[config.mk]
export PLATFORM = sky130hd
export DESIGN_NAME = texture_vram_slot_allocator
export DESIGN_NICKNAME = d
export VERILOG_FILES = /design/src/hdl/tvsa_pkg.sv /design/src/hdl/tvsa_classify.sv /design/src/hdl/tvsa_slot_ctr.sv /design/src/hdl/tvsa_place.sv /design/src/hdl/texture_vram_slot_allocator.sv
export VERILOG_INCLUDE_DIRS = /design/src /design/src/hdl
export SDC_FILE = /design/constraint.sdc
export NUM_CORES = 1
export LEC_CHECK = 0
export ABC_CLOCK_PERIOD_IN_PS = 13500
export BUFFER_PORTS_ARGS = -buffer_cell sky130_fd_sc_hd__buf_4
export CAP_MARGIN = 25
export CORE_ASPECT_RATIO = 1.2
export CORE_MARGIN = 3
export CORE_UTILIZATION = 40
export DETAILED_ROUTE_END_ITERATION = 8
export PLACE_DENSITY = 0.67
export SETUP_SLACK_MARGIN = 0.02
export SYNTH_ARGS = -nofsm -noshare
export SYNTH_HDL_FRONTEND = slang
export SYNTH_HIERARCHICAL = 1
export SYNTH_SLANG_ARGS = --single-unit
export TNS_END_PERCENT = 5
[constraint.sdc]
create_clock -name clk_i -period 13.5 [get_ports clk_i]
set_input_delay 1.35 -clock clk_i [delete_from_list [all_inputs] [get_ports clk_i]]
set_output_delay 1.35 -clock clk_i [all_outputs]
set_load 0.1 [all_outputs]
[src/hdl/texture_vram_slot_allocator_assert.svh]
// ----------------------------------------------------------------------------
// Texture VRAM slot allocator assertion macros
// Concurrent assertion shorthands shared by the allocator RTL.
// ----------------------------------------------------------------------------
`ifndef TEXTURE_VRAM_SLOT_ALLOCATOR_ASSERT_SVH
`define TEXTURE_VRAM_SLOT_ALLOCATOR_ASSERT_SVH

// Same-cycle implication, disabled while reset is asserted.
`define TVSA_ASSERT_IMP(label, clk, rst_n, ante, cons, msg) \
  label: assert property (@(posedge clk) disable iff (!rst_n) (ante) |-> (cons)) \
    else $error(msg);

// Next-cycle implication, disabled while reset is asserted.
`define TVSA_ASSERT_NXT(label, clk, rst_n, ante, cons, msg) \
  label: assert property (@(posedge clk) disable iff (!rst_n) (ante) |=> (cons)) \
    else $error(msg);

`endif

[src/hdl/tvsa_pkg.sv]
// ----------------------------------------------------------------------------
// Texture VRAM slot allocator package
// VRAM layout constants, size class tables, codes and shared types.
// ----------------------------------------------------------------------------
`timescale 1ns / 1ps
`default_nettype none

package tvsa_pkg;

  localparam int unsigned ScreenWidth = 320;

  localparam int unsigned FirstPage128x32 = 16;
  localparam int unsigned FirstPage64x64  = 18;
  localparam int unsigned FirstPage64x32  = 19;
  localparam int unsigned FirstPage32x32  = 23;
  localparam int unsigned FirstPage16x16  = 26;
  localparam int unsigned FirstPage8x16   = 28;
  localparam int unsigned FirstPageCluts  = 29;
  localparam int unsigned PagesEnd        = 32;
  localparam int unsigned Bpp             = 4;
  localparam int unsigned HighPalRow      = 240;

  localparam int unsigned PageW       = 64;
  localparam int unsigned PageH       = 256;
  localparam int unsigned PagesPerRow = 16;
  localparam int unsigned VramH       = 512;
  localparam int unsigned HwPerTexel  = 16 / Bpp;
  localparam int unsigned HwShift     = $clog2(HwPerTexel);
  localparam int unsigned PageXBits   = $clog2(PageW);

  // Field widths.
  localparam int unsigned TexDimW  = 16;
  localparam int unsigned StatusW  = 2;
  localparam int unsigned ClassW   = 3;
  localparam int unsigned VramXW   = 10;
  localparam int unsigned VramYW   = 9;
  localparam int unsigned PalXW    = 10;
  localparam int unsigned PalYW    = 9;
  localparam int unsigned TexOffXW = 8;
  localparam int unsigned TexOffYW = 8;
  localparam int unsigned MaskW    = 5;
  localparam int unsigned UpWW     = 6;
  localparam int unsigned UpHW     = 7;
  localparam int unsigned LogW     = 3;

  typedef enum logic [StatusW-1:0] {
    StPlaced      = 2'd0,
    StSkipped     = 2'd1,
    StUnsupported = 2'd2,
    StFull        = 2'd3
  } status_e;

  typedef enum logic [ClassW-1:0] {
    Cls8x16   = 3'd0,
    Cls16x16  = 3'd1,
    Cls32x32  = 3'd2,
    Cls64x32  = 3'd3,
    Cls64x64  = 3'd4,
    Cls128x32 = 3'd5
  } size_class_e;

  localparam int unsigned NumClasses = 6;

  typedef int unsigned cls_arr_t [NumClasses];

  localparam cls_arr_t ClsAw = '{8, 16, 32, 64, 64, 128};
  localparam cls_arr_t ClsAh = '{16, 16, 32, 32, 64, 32};

  localparam cls_arr_t ClsPage = '{
    FirstPage8x16, FirstPage16x16, FirstPage32x32,
    FirstPage64x32, FirstPage64x64, FirstPage128x32
  };

  localparam cls_arr_t ClsNp = '{
    FirstPageCluts - FirstPage8x16,
    FirstPage8x16 - FirstPage16x16,
    FirstPage16x16 - FirstPage32x32,
    FirstPage32x32 - FirstPage64x32,
    FirstPage64x32 - FirstPage64x64,
    FirstPage64x64 - FirstPage128x32
  };

  // Width of one texture of the class in halfwords.
  localparam cls_arr_t ClsStep = '{
    ClsAw[0] / HwPerTexel, ClsAw[1] / HwPerTexel, ClsAw[2] / HwPerTexel,
    ClsAw[3] / HwPerTexel, ClsAw[4] / HwPerTexel, ClsAw[5] / HwPerTexel
  };

  localparam cls_arr_t ClsStepLog = '{
    $clog2(ClsStep[0]), $clog2(ClsStep[1]), $clog2(ClsStep[2]),
    $clog2(ClsStep[3]), $clog2(ClsStep[4]), $clog2(ClsStep[5])
  };

  localparam cls_arr_t ClsAhLog = '{
    $clog2(ClsAh[0]), $clog2(ClsAh[1]), $clog2(ClsAh[2]),
    $clog2(ClsAh[3]), $clog2(ClsAh[4]), $clog2(ClsAh[5])
  };

  // Slots side by side across all pages of the class. The narrowest class
  // is counted at the row pitch of the 16 texel class.
  localparam cls_arr_t ClsPerRow = '{
    PageW / ClsStep[1] * ClsNp[0], PageW / ClsStep[1] * ClsNp[1],
    PageW / ClsStep[2] * ClsNp[2], PageW / ClsStep[3] * ClsNp[3],
    PageW / ClsStep[4] * ClsNp[4], PageW / ClsStep[5] * ClsNp[5]
  };

  // The smallest class only gets a sixty-fourth of its nominal budget.
  localparam cls_arr_t ClsBudget = '{
    PageH / ClsStep[0] * (PageH / ClsAh[0]) * ClsNp[0] / 64,
    PageH / ClsStep[1] * (PageH / ClsAh[1]) * ClsNp[1],
    PageH / ClsStep[2] * (PageH / ClsAh[2]) * ClsNp[2],
    PageH / ClsStep[3] * (PageH / ClsAh[3]) * ClsNp[3],
    PageH / ClsStep[4] * (PageH / ClsAh[4]) * ClsNp[4],
    PageH / ClsStep[5] * (PageH / ClsAh[5]) * ClsNp[5]
  };

  localparam cls_arr_t ClsFit = '{
    ClsPerRow[0] * ((VramH - ClsPage[0] / PagesPerRow * PageH) / ClsAh[0]),
    ClsPerRow[1] * ((VramH - ClsPage[1] / PagesPerRow * PageH) / ClsAh[1]),
    ClsPerRow[2] * ((VramH - ClsPage[2] / PagesPerRow * PageH) / ClsAh[2]),
    ClsPerRow[3] * ((VramH - ClsPage[3] / PagesPerRow * PageH) / ClsAh[3]),
    ClsPerRow[4] * ((VramH - ClsPage[4] / PagesPerRow * PageH) / ClsAh[4]),
    ClsPerRow[5] * ((VramH - ClsPage[5] / PagesPerRow * PageH) / ClsAh[5])
  };

  localparam cls_arr_t ClsCap = '{
    (ClsBudget[0] < ClsFit[0]) ? ClsBudget[0] : ClsFit[0],
    (ClsBudget[1] < ClsFit[1]) ? ClsBudget[1] : ClsFit[1],
    (ClsBudget[2] < ClsFit[2]) ? ClsBudget[2] : ClsFit[2],
    (ClsBudget[3] < ClsFit[3]) ? ClsBudget[3] : ClsFit[3],
    (ClsBudget[4] < ClsFit[4]) ? ClsBudget[4] : ClsFit[4],
    (ClsBudget[5] < ClsFit[5]) ? ClsBudget[5] : ClsFit[5]
  };

  localparam cls_arr_t ClsRows = '{
    (ClsCap[0] + ClsPerRow[0] - 1) / ClsPerRow[0],
    (ClsCap[1] + ClsPerRow[1] - 1) / ClsPerRow[1],
    (ClsCap[2] + ClsPerRow[2] - 1) / ClsPerRow[2],
    (ClsCap[3] + ClsPerRow[3] - 1) / ClsPerRow[3],
    (ClsCap[4] + ClsPerRow[4] - 1) / ClsPerRow[4],
    (ClsCap[5] + ClsPerRow[5] - 1) / ClsPerRow[5]
  };

  // Palette indexes are handed out from the largest class down.
  localparam cls_arr_t ClsPal0 = '{
    ClsBudget[5] + ClsBudget[4] + ClsBudget[3] + ClsBudget[2] + ClsBudget[1],
    ClsBudget[5] + ClsBudget[4] + ClsBudget[3] + ClsBudget[2],
    ClsBudget[5] + ClsBudget[4] + ClsBudget[3],
    ClsBudget[5] + ClsBudget[4],
    ClsBudget[5],
    0
  };

  localparam int unsigned PalTotal = ClsPal0[0] + ClsBudget[0];

  localparam int unsigned LowPalPerRow  = (PagesEnd - FirstPageCluts) * PageW / (1 << Bpp);
  localparam int unsigned LowPalSlots   = LowPalPerRow * PageH;
  localparam int unsigned LowPalX0      = (FirstPageCluts % PagesPerRow) * PageW;
  localparam int unsigned LowPalY0      = FirstPageCluts / PagesPerRow * PageH;
  localparam int unsigned HighPalPerRow = ScreenWidth * 2 / (1 << Bpp);

  localparam int unsigned RecipShift   = 16;
  localparam int unsigned RecipW       = RecipShift;
  localparam int unsigned LowPalRecip  = ((1 << RecipShift) + LowPalPerRow - 1) / LowPalPerRow;
  localparam int unsigned HighPalRecip = ((1 << RecipShift) + HighPalPerRow - 1) / HighPalPerRow;

  function automatic int unsigned arr_max(cls_arr_t a);
    int unsigned m;
    m = 0;
    for (int k = 0; k < NumClasses; k++) begin
      if (a[k] > m) begin
        m = a[k];
      end
    end
    return m;
  endfunction

  localparam int unsigned SlotW   = $clog2(arr_max(ClsCap) + 1);
  localparam int unsigned ColW    = $clog2(arr_max(ClsPerRow));
  localparam int unsigned RowW    = $clog2(arr_max(ClsRows) + 1);
  localparam int unsigned PalIdxW = $clog2(PalTotal);
  localparam int unsigned ProdW   = PalIdxW + RecipW;

  typedef struct packed {
    logic        skip;
    logic        unsup;
    size_class_e cls;
  } cls_req_t;

  typedef struct packed {
    logic             full;
    logic [SlotW-1:0] slot;
    logic [ColW-1:0]  col;
    logic [RowW-1:0]  row;
  } slot_info_t;

  typedef struct packed {
    logic [VramXW-1:0]  page_x;
    logic [VramYW-1:0]  page_y;
    logic [LogW-1:0]    step_log;
    logic [LogW-1:0]    ah_log;
    logic [UpHW-1:0]    ah;
    logic [MaskW-1:0]   mask_x;
    logic [MaskW-1:0]   mask_y;
    logic [PalIdxW-1:0] pal0;
  } cls_const_t;

  typedef struct packed {
    logic [VramXW-1:0]   vram_x;
    logic [VramYW-1:0]   vram_y;
    logic [PalXW-1:0]    palette_x;
    logic [PalYW-1:0]    palette_y;
    logic [TexOffXW-1:0] texel_off_x;
    logic [TexOffYW-1:0] texel_off_y;
    logic [MaskW-1:0]    window_mask_x;
    logic [MaskW-1:0]    window_mask_y;
    logic [UpHW-1:0]     upload_height;
  } place_t;

  function automatic cls_const_t cls_const_at(int unsigned k);
    cls_const_t r;
    r.page_x   = VramXW'((ClsPage[k] % PagesPerRow) * PageW);
    r.page_y   = VramYW'(ClsPage[k] / PagesPerRow * PageH);
    r.step_log = LogW'(ClsStepLog[k]);
    r.ah_log   = LogW'(ClsAhLog[k]);
    r.ah       = UpHW'(ClsAh[k]);
    r.mask_x   = MaskW'(~(ClsAw[k] / 8 - 1));
    r.mask_y   = MaskW'(~(ClsAh[k] / 8 - 1));
    r.pal0     = PalIdxW'(ClsPal0[k]);
    return r;
  endfunction

  function automatic cls_const_t cls_const(size_class_e c);
    cls_const_t r;
    unique case (c)
      Cls8x16:   r = cls_const_at(0);
      Cls16x16:  r = cls_const_at(1);
      Cls32x32:  r = cls_const_at(2);
      Cls64x32:  r = cls_const_at(3);
      Cls64x64:  r = cls_const_at(4);
      Cls128x32: r = cls_const_at(5);
      default:   r = '0;
    endcase
    return r;
  endfunction

endpackage

`default_nettype wire

[src/hdl/tvsa_classify.sv]
// ----------------------------------------------------------------------------
// Size class selection
// Picks the first class that holds the texture; flags skipped and unsupported.
// ----------------------------------------------------------------------------
`timescale 1ns / 1ps
`default_nettype none

module tvsa_classify (
  input  logic [tvsa_pkg::TexDimW-1:0] tex_width_i,
  input  logic [tvsa_pkg::TexDimW-1:0] tex_height_i,
  input  logic                         already_loaded_i,
  output tvsa_pkg::cls_req_t           req_o
);
  import tvsa_pkg::*;

  logic [NumClasses-1:0] fits;

  always_comb begin
    for (int k = 0; k < NumClasses; k++) begin
      fits[k] = (tex_width_i <= TexDimW'(ClsAw[k])) && (tex_height_i <= TexDimW'(ClsAh[k]));
    end
  end

  always_comb begin
    req_o.skip  = already_loaded_i;
    req_o.unsup = 1'b0;
    priority if (fits[0]) begin
      req_o.cls = Cls8x16;
    end else if (fits[1]) begin
      req_o.cls = Cls16x16;
    end else if (fits[2]) begin
      req_o.cls = Cls32x32;
    end else if (fits[3]) begin
      req_o.cls = Cls64x32;
    end else if (fits[4]) begin
      req_o.cls = Cls64x64;
    end else if (fits[5]) begin
      req_o.cls = Cls128x32;
    end else begin
      req_o.cls   = Cls8x16;
      req_o.unsup = 1'b1;
    end
  end

endmodule

`default_nettype wire

[src/hdl/tvsa_slot_ctr.sv]
// ----------------------------------------------------------------------------
// Per-class slot counters
// Holds the number of slots handed out per class, kept also as column and
// row of the slot grid, and reports the next slot of the selected class.
// ----------------------------------------------------------------------------
`timescale 1ns / 1ps
`default_nettype none

module tvsa_slot_ctr (
  input  logic                  clk_i,
  input  logic                  rst_ni,
  input  tvsa_pkg::size_class_e cls_i,
  input  logic                  bump_i,
  output tvsa_pkg::slot_info_t  info_o
);
  import tvsa_pkg::*;

  logic [SlotW-1:0]      slot_all [NumClasses];
  logic [ColW-1:0]       col_all  [NumClasses];
  logic [RowW-1:0]       row_all  [NumClasses];
  logic [NumClasses-1:0] full_all;

  for (genvar k = 0; k < NumClasses; k++) begin : g_cls
    localparam int unsigned CntW = $clog2(ClsCap[k] + 1);
    localparam int unsigned CW   = $clog2(ClsPerRow[k]);
    localparam int unsigned RW   = $clog2(ClsRows[k] + 1);

    logic [CntW-1:0] cnt_q, cnt_d;
    logic [CW-1:0]   col_q, col_d;
    logic [RW-1:0]   row_q, row_d;
    logic            sel;

    assign sel = bump_i && (cls_i == size_class_e'(k));

    always_comb begin
      cnt_d = cnt_q;
      col_d = col_q;
      row_d = row_q;
      if (sel) begin
        cnt_d = cnt_q + 1'b1;
        if (col_q == CW'(ClsPerRow[k] - 1)) begin
          col_d = '0;
          row_d = row_q + 1'b1;
        end else begin
          col_d = col_q + 1'b1;
        end
      end
    end

    always_ff @(posedge clk_i or negedge rst_ni) begin
      if (!rst_ni) begin
        cnt_q <= '0;
        col_q <= '0;
        row_q <= '0;
      end else begin
        cnt_q <= cnt_d;
        col_q <= col_d;
        row_q <= row_d;
      end
    end

    assign slot_all[k] = SlotW'(cnt_q);
    assign col_all[k]  = ColW'(col_q);
    assign row_all[k]  = RowW'(row_q);
    assign full_all[k] = cnt_q >= CntW'(ClsCap[k]);
  end

  always_comb begin
    info_o = '0;
    for (int k = 0; k < NumClasses; k++) begin
      if (cls_i == size_class_e'(k)) begin
        info_o.full = full_all[k];
        info_o.slot = slot_all[k];
        info_o.col  = col_all[k];
        info_o.row  = row_all[k];
      end
    end
  end

endmodule

`default_nettype wire

[src/hdl/tvsa_place.sv]
// ----------------------------------------------------------------------------
// Slot placement
// Turns a class and slot into texture, palette and window coordinates.
// ----------------------------------------------------------------------------
`timescale 1ns / 1ps
`default_nettype none

module tvsa_place (
  input  tvsa_pkg::size_class_e cls_i,
  input  tvsa_pkg::slot_info_t  info_i,
  output tvsa_pkg::place_t      place_o
);
  import tvsa_pkg::*;

  cls_const_t         cc;
  logic [VramXW-1:0]  vx;
  logic [VramYW-1:0]  vy;
  logic [PalIdxW-1:0] idx;
  logic               in_low;
  logic [ProdW-1:0]   lo_prod, hi_prod;
  logic [PalIdxW-1:0] lo_q, lo_rem;
  logic [PalIdxW-1:0] hi_j, hi_q, hi_rem;

  assign cc = cls_const(cls_i);

  assign vx = cc.page_x + (VramXW'(info_i.col) << cc.step_log);
  assign vy = cc.page_y + (VramYW'(info_i.row) << cc.ah_log);

  // Division by the palette row lengths uses a scaled reciprocal; the
  // index range keeps the rounding error below one step.
  assign idx     = cc.pal0 + PalIdxW'(info_i.slot);
  assign in_low  = idx < PalIdxW'(LowPalSlots);
  assign lo_prod = ProdW'(idx) * ProdW'(LowPalRecip);
  assign lo_q    = lo_prod[RecipShift +: PalIdxW];
  assign lo_rem  = idx - lo_q * PalIdxW'(LowPalPerRow);
  assign hi_j    = idx - PalIdxW'(LowPalSlots);
  assign hi_prod = ProdW'(hi_j) * ProdW'(HighPalRecip);
  assign hi_q    = hi_prod[RecipShift +: PalIdxW];
  assign hi_rem  = hi_j - hi_q * PalIdxW'(HighPalPerRow);

  always_comb begin
    place_o.vram_x = vx;
    place_o.vram_y = vy;
    if (in_low) begin
      place_o.palette_x = PalXW'(LowPalX0) + (PalXW'(lo_rem) << Bpp);
      place_o.palette_y = PalYW'(LowPalY0) + PalYW'(lo_q);
    end else begin
      place_o.palette_x = PalXW'(hi_rem) << Bpp;
      place_o.palette_y = PalYW'(HighPalRow) + PalYW'(hi_q);
    end
    place_o.texel_off_x   = TexOffXW'(vx[PageXBits-1:0]) << HwShift;
    place_o.texel_off_y   = vy[TexOffYW-1:0];
    place_o.window_mask_x = cc.mask_x;
    place_o.window_mask_y = cc.mask_y;
    place_o.upload_height = cc.ah;
  end

endmodule

`default_nettype wire

[src/hdl/texture_vram_slot_allocator.sv]
// ----------------------------------------------------------------------------
// Texture VRAM slot allocator
// Pipeline: a request is taken into the input register, then its result into the result register.
// Throughput: one request per cycle while out_ready_i is high, set by the input and result registers.
// Reset: all six class slot counters clear to zero; both stages are empty.
// ----------------------------------------------------------------------------
`timescale 1ns / 1ps
`default_nettype none
`include "texture_vram_slot_allocator_assert.svh"

module texture_vram_slot_allocator (
  input  logic                          clk_i,
  input  logic                          rst_ni,
  input  logic                          in_valid_i,
  output logic                          in_ready_o,
  input  logic [tvsa_pkg::TexDimW-1:0]  tex_width_i,
  input  logic [tvsa_pkg::TexDimW-1:0]  tex_height_i,
  input  logic                          already_loaded_i,
  output logic                          out_valid_o,
  input  logic                          out_ready_i,
  output logic [tvsa_pkg::StatusW-1:0]  status_o,
  output logic [tvsa_pkg::ClassW-1:0]   size_class_o,
  output logic [tvsa_pkg::VramXW-1:0]   vram_x_o,
  output logic [tvsa_pkg::VramYW-1:0]   vram_y_o,
  output logic [tvsa_pkg::PalXW-1:0]    palette_x_o,
  output logic [tvsa_pkg::PalYW-1:0]    palette_y_o,
  output logic [tvsa_pkg::TexOffXW-1:0] texel_off_x_o,
  output logic [tvsa_pkg::TexOffYW-1:0] texel_off_y_o,
  output logic [tvsa_pkg::MaskW-1:0]    window_mask_x_o,
  output logic [tvsa_pkg::MaskW-1:0]    window_mask_y_o,
  output logic [tvsa_pkg::UpWW-1:0]     upload_width_o,
  output logic [tvsa_pkg::UpHW-1:0]     upload_height_o
);
  import tvsa_pkg::*;

  logic               in_vld_q, in_vld_d;
  logic [TexDimW-1:0] in_w_q, in_h_q;
  logic               in_loaded_q;
  logic               in_xfer;
  logic               advance;

  cls_req_t   req;
  slot_info_t info;
  place_t     place;
  logic       bump;

  status_e     status_d, status_q;
  size_class_e size_class_d, size_class_q;
  place_t      place_d, place_q;
  logic [UpWW-1:0] upload_width_d, upload_width_q;
  logic        out_vld_q, out_vld_d;

  assign advance    = in_vld_q && (!out_vld_q || out_ready_i);
  assign in_ready_o = !in_vld_q || advance;
  assign in_xfer    = in_valid_i && in_ready_o;
  assign in_vld_d   = in_xfer || (in_vld_q && !advance);

  always_ff @(posedge clk_i or negedge rst_ni) begin
    if (!rst_ni) begin
      in_vld_q <= 1'b0;
    end else begin
      in_vld_q <= in_vld_d;
    end
  end

  always_ff @(posedge clk_i) begin
    if (in_xfer) begin
      in_w_q      <= tex_width_i;
      in_h_q      <= tex_height_i;
      in_loaded_q <= already_loaded_i;
    end
  end

  tvsa_classify u_classify (
    .tex_width_i      (in_w_q),
    .tex_height_i     (in_h_q),
    .already_loaded_i (in_loaded_q),
    .req_o            (req)
  );

  tvsa_slot_ctr u_slot_ctr (
    .clk_i  (clk_i),
    .rst_ni (rst_ni),
    .cls_i  (req.cls),
    .bump_i (bump),
    .info_o (info)
  );

  tvsa_place u_place (
    .cls_i   (req.cls),
    .info_i  (info),
    .place_o (place)
  );

  always_comb begin
    priority if (req.skip) begin
      status_d = StSkipped;
    end else if (req.unsup) begin
      status_d = StUnsupported;
    end else if (info.full) begin
      status_d = StFull;
    end else begin
      status_d = StPlaced;
    end
  end

  assign bump = advance && (status_d == StPlaced);

  always_comb begin
    place_d        = '0;
    upload_width_d = '0;
    size_class_d   = Cls8x16;
    if (status_d == StPlaced) begin
      place_d        = place;
      upload_width_d = in_w_q[HwShift +: UpWW];
      size_class_d   = req.cls;
    end else if (status_d == StFull) begin
      size_class_d = req.cls;
    end
  end

  assign out_vld_d = advance || (out_vld_q && !out_ready_i);

  always_ff @(posedge clk_i or negedge rst_ni) begin
    if (!rst_ni) begin
      out_vld_q <= 1'b0;
    end else begin
      out_vld_q <= out_vld_d;
    end
  end

  always_ff @(posedge clk_i) begin
    if (advance) begin
      status_q       <= status_d;
      size_class_q   <= size_class_d;
      place_q        <= place_d;
      upload_width_q <= upload_width_d;
    end
  end

  assign out_valid_o     = out_vld_q;
  assign status_o        = status_q;
  assign size_class_o    = size_class_q;
  assign vram_x_o        = place_q.vram_x;
  assign vram_y_o        = place_q.vram_y;
  assign palette_x_o     = place_q.palette_x;
  assign palette_y_o     = place_q.palette_y;
  assign texel_off_x_o   = place_q.texel_off_x;
  assign texel_off_y_o   = place_q.texel_off_y;
  assign window_mask_x_o = place_q.window_mask_x;
  assign window_mask_y_o = place_q.window_mask_y;
  assign upload_width_o  = upload_width_q;
  assign upload_height_o = place_q.upload_height;

  `TVSA_ASSERT_IMP(a_ready_low_only_when_stuck, clk_i, rst_ni, !in_ready_o,
                   in_vld_q && out_vld_q && !out_ready_i, "input stalled without cause")
  `TVSA_ASSERT_NXT(a_free_output_takes_item, clk_i, rst_ni,
                   in_vld_q && (!out_vld_q || out_ready_i), out_vld_q, "request not moved on")
  `TVSA_ASSERT_IMP(a_palette_aligned, clk_i, rst_ni, out_vld_q && status_q == StPlaced,
                   place_q.palette_x[Bpp-1:0] == '0, "palette column not aligned")
  `TVSA_ASSERT_IMP(a_unplaced_fields_zero, clk_i, rst_ni, out_vld_q && status_q != StPlaced,
                   place_q == '0 && upload_width_q == '0, "unplaced result carries data")

endmodule

`default_nettype wire
==> flow_summary_export.csv <==
group,metric,value,unit
drt,detail_route.wl_per_cell,16.66,µm
clock_network,cts_buffers,24,
layout,final_cell_mix,"inv_1, ha_1, buf_4, edfxtp_1, dfrtp_1",
synthesis,ys.flop_type,"edfxtp_1",
placed_design,routabilityCongestion,0.8871,
synthesis,yosysSeqAreaShare,36.60,%
layout,postLayoutCellArea,17540,µm²
die,fp.dieW,185.8,µm
setup_path,crit_path_frequent_cell,"inv_1",
timing,worst_pin_slew,0.8674,ns
min_path,min_path_type,"reg2reg",
die,dieArea,41220,µm²
synthesis,ys_seq_elements,204,
synthesis,synth_edf_count,115,
timing,fin_crit,11.21,ns
synthesis,synth.cell_area,15520,µm²
power_and_ir_drop,ir_drop,0.00007873,V
setup_path,slowest_delay,0.57,ns
synthesis,synthCells,1423,
grt,grt_pass1_vias,10690,
power_and_ir_drop,p_total,0.001466,W
placed_design,hpwlAfterDp,26140,µm
setup_path,cp.arrival,11.50,ns
setup_path,critical_path.endpoint_type,"flop",
drt,drt_iter0_drc,466,
placed_design,placed_area,16780,µm²
synthesis,syn_avg_cell_area,10.91,µm²
setup_path,cp_max_fo,77,
timing,hold_viol_final,0,
clock_network,hold_buffers,0,
die,coreArea,38060,µm²
timing,finClkSkew,0.01738,ns
timing,finalCritPeriodShare,83.06,%
layout,diodes,0,
timing,rsz0062_at_grt,"false",
timing,fmax,89.19,MHz
layout,fin_cells,2018,
drt,drc_errors,0,
grt,grt_overflow,0,
setup_path,path_class,"reg2reg",
drt,drt_wl_total,33630,µm
placed_design,place_inst,1972,
outcome,status,"finished clean",
clock_network,cts_resized,0,
drt,drt_pre_antenna_iters,5,
die,die_h,221.8,µm
synthesis,synth.distinct_cells,88,
clock_network,postCtsSetupRepairBufs,0,
die,initial_core_util,40.78,%
timing,slew_viol_final,0,
synthesis,async_flop_share,43.63,%
setup_path,crit_slowest_cell,"buf_4",
clock_network,cts.clk_slew.worst_paths,0.06,ns
die,ioPinCount,121,
die,rows,78,
layout,nets,1817,
power_and_ir_drop,p_per_area,83.60,nW/µm²
placed_design,portBuffers,120,
clock_network,clk_latency,0.54,ns
synthesis,ys_warn_count,6,
drt,vias,10410,
power_and_ir_drop,leakage,8.229,nW
clock_network,clkSinkCount,204,
flow_run,drv_cap,0,
drt,vias_per_cell,5.158,
drt,ant_nets,0,
grt,grt_max_degree,78,
timing,slew_headroom,41.76,%
grt,grt_pass1_wl,55430,µm
clock_network,clk_path_buf_depth,3,
setup_path,worst-path-buf-inv,7,
grt,antenna_found_initial,0,
clock_network,cts_tree,"yes",
timing,fin_hold_ws,0.4730,ns
timing,setup_viol,0,
setup_path,crit_family,"adder cells",
clock_network,cts_root_buffer,"clkbuf_16",
timing,fin_tns_setup,0,ns
layout,layout_commonest_cell,"inv_1",
setup_path,cp-start-kind,"flop",
layout,drive_above_1_share,18.14,%
grt,track_usage,16.57,%
layout,syn_to_final_growth,12.97,%
clock_network,htreeDepth,1,
setup_path,required,13.78,ns
==> per-layer routing <==
| metal | vias up | share of wire, % | GRT usage [%] |
|---|---|---|---|
| met5 | - | 0 | 0 |
| met4 | 0 | 2.4 | 4.398 |
| met3 | 53 | 4.4 | 2.511 |
| met2 | 232 | 50 | 28.96 |
| met1 | 5062 | 43 | 21.36 |
| li1 | 5062 | - | - |
==> cell families (layout without fill, tap and decap cells) <==
| kind of cell | Yosys count | in the layout | share of synthesized area [%] |
|---|---|---|---|
| and+or+nand+nor | 379 | 379 | 14.50 |
| DFF | 204 | 204 | 36.60 |
| AOI/OAI and AO/OA | 180 | 180 | 8.109 |
| muxes | 36 | 36 | 2.644 |
| xor gates and xnor gates | 93 | 93 | 5.602 |
| buffers and inverters | 270 | 375 | 7.553 |
| adders and majority gates | 260 | 260 | 24.97 |
| other | 1 | 11 | 0.02416 |
==> synth_stat cells (9+ instances only) <==
master	instances	area (µm²)
nand2b_1	13	81.33
buf_4	33	247.7
nand2_1	75	281.5
buf_2	10	50.05
a21oi_1	37	185.2
o221ai_1	11	96.34
and3_1	22	137.6
a31oi_1	15	93.84
mux2i_1	14	140.1
dfrtp_1	89	2227
and2_1	38	237.7
xor2_1	23	201.4
a21o_1	10	75.07
fa_1	83	1662
clkbuf_1	23	86.33
xnor2_1	66	578.1
and2_2	51	382.9
edfxtp_1	115	3453
mux2_2	20	225.2
o21ai_0	35	175.2
inv_1	191	716.9
nand4_1	18	112.6
nor2b_1	16	100.1
ha_1	177	2215
nor2_1	45	168.9
nand3_1	36	180.2
nor3_1	14	70.07
buf_1	9	33.78
==> flip-flops by register name, summed over array words and instances (netlist names), 9 cells and up <==
signal	cells
in_w_q	16
u_slot_ctr/g_cls.col_q	22
palette_y_o	9
palette_x_o	10
vram_x_o	10
in_h_q	16
u_slot_ctr/g_cls.row_q	22
u_slot_ctr/g_cls.cnt_q	43
vram_y_o	9
==> through the flow <==
stage                     util (%)  setup WS [ns]
after floorplan                  -          2.905
after global placement       43.99          2.573
after detailed placement     44.08          2.332
after CTS                    46.03          2.320
after global routing         46.07          1.431
final                        46.07          2.287
==> path summary, 6_finish.rpt <==
path / start / endpoint / slack [ns] / cells after the start
setup / recovery: in_w_q[3] / palette_x_o[9] / 2.29 / 42
hold / removal: u_slot_ctr/g_cls[3].row_q[3] / u_slot_ctr/g_cls[3].row_q[3] / 0.47 / 1
setup reg to reg: in_w_q[3] / palette_x_o[9] / 2.29 / 42
hold reg to reg: u_slot_ctr/g_cls[3].row_q[3] / u_slot_ctr/g_cls[3].row_q[3] / 0.47 / 1
max in group asynchronous: rst_ni / u_slot_ctr/g_cls[1].cnt_q[6] / 11.92 / 3
min in group asynchronous: rst_ni / u_slot_ctr/g_cls[1].col_q[2] / 0.63 / 1
==> cell type report <==
type | count | area [µm²]
Clock buffer | 26 | 608.1
Tap cell | 480 | 600.6
Sequential cell | 204 | 5680
Clock inverter | 18 | 133.9
Inverter | 192 | 720.7
Timing Repair Buffer | 139 | 1064
Fill cell | 3478 | 20530
Multi-Input combinational cell | 959 | 8728
==> where the power goes <==
part / internal [W] / leakage (nW) / switching [W]
registers: 0.000685 / 2.33 / 0.00000882
clock network: 0.000346 / 0.367 / 0.000261
logic: 0.0000291 / 5.53 / 0.000136
total: 0.00106 / 8.23 / 0.000406
Power figures use the tool's default switching activity.
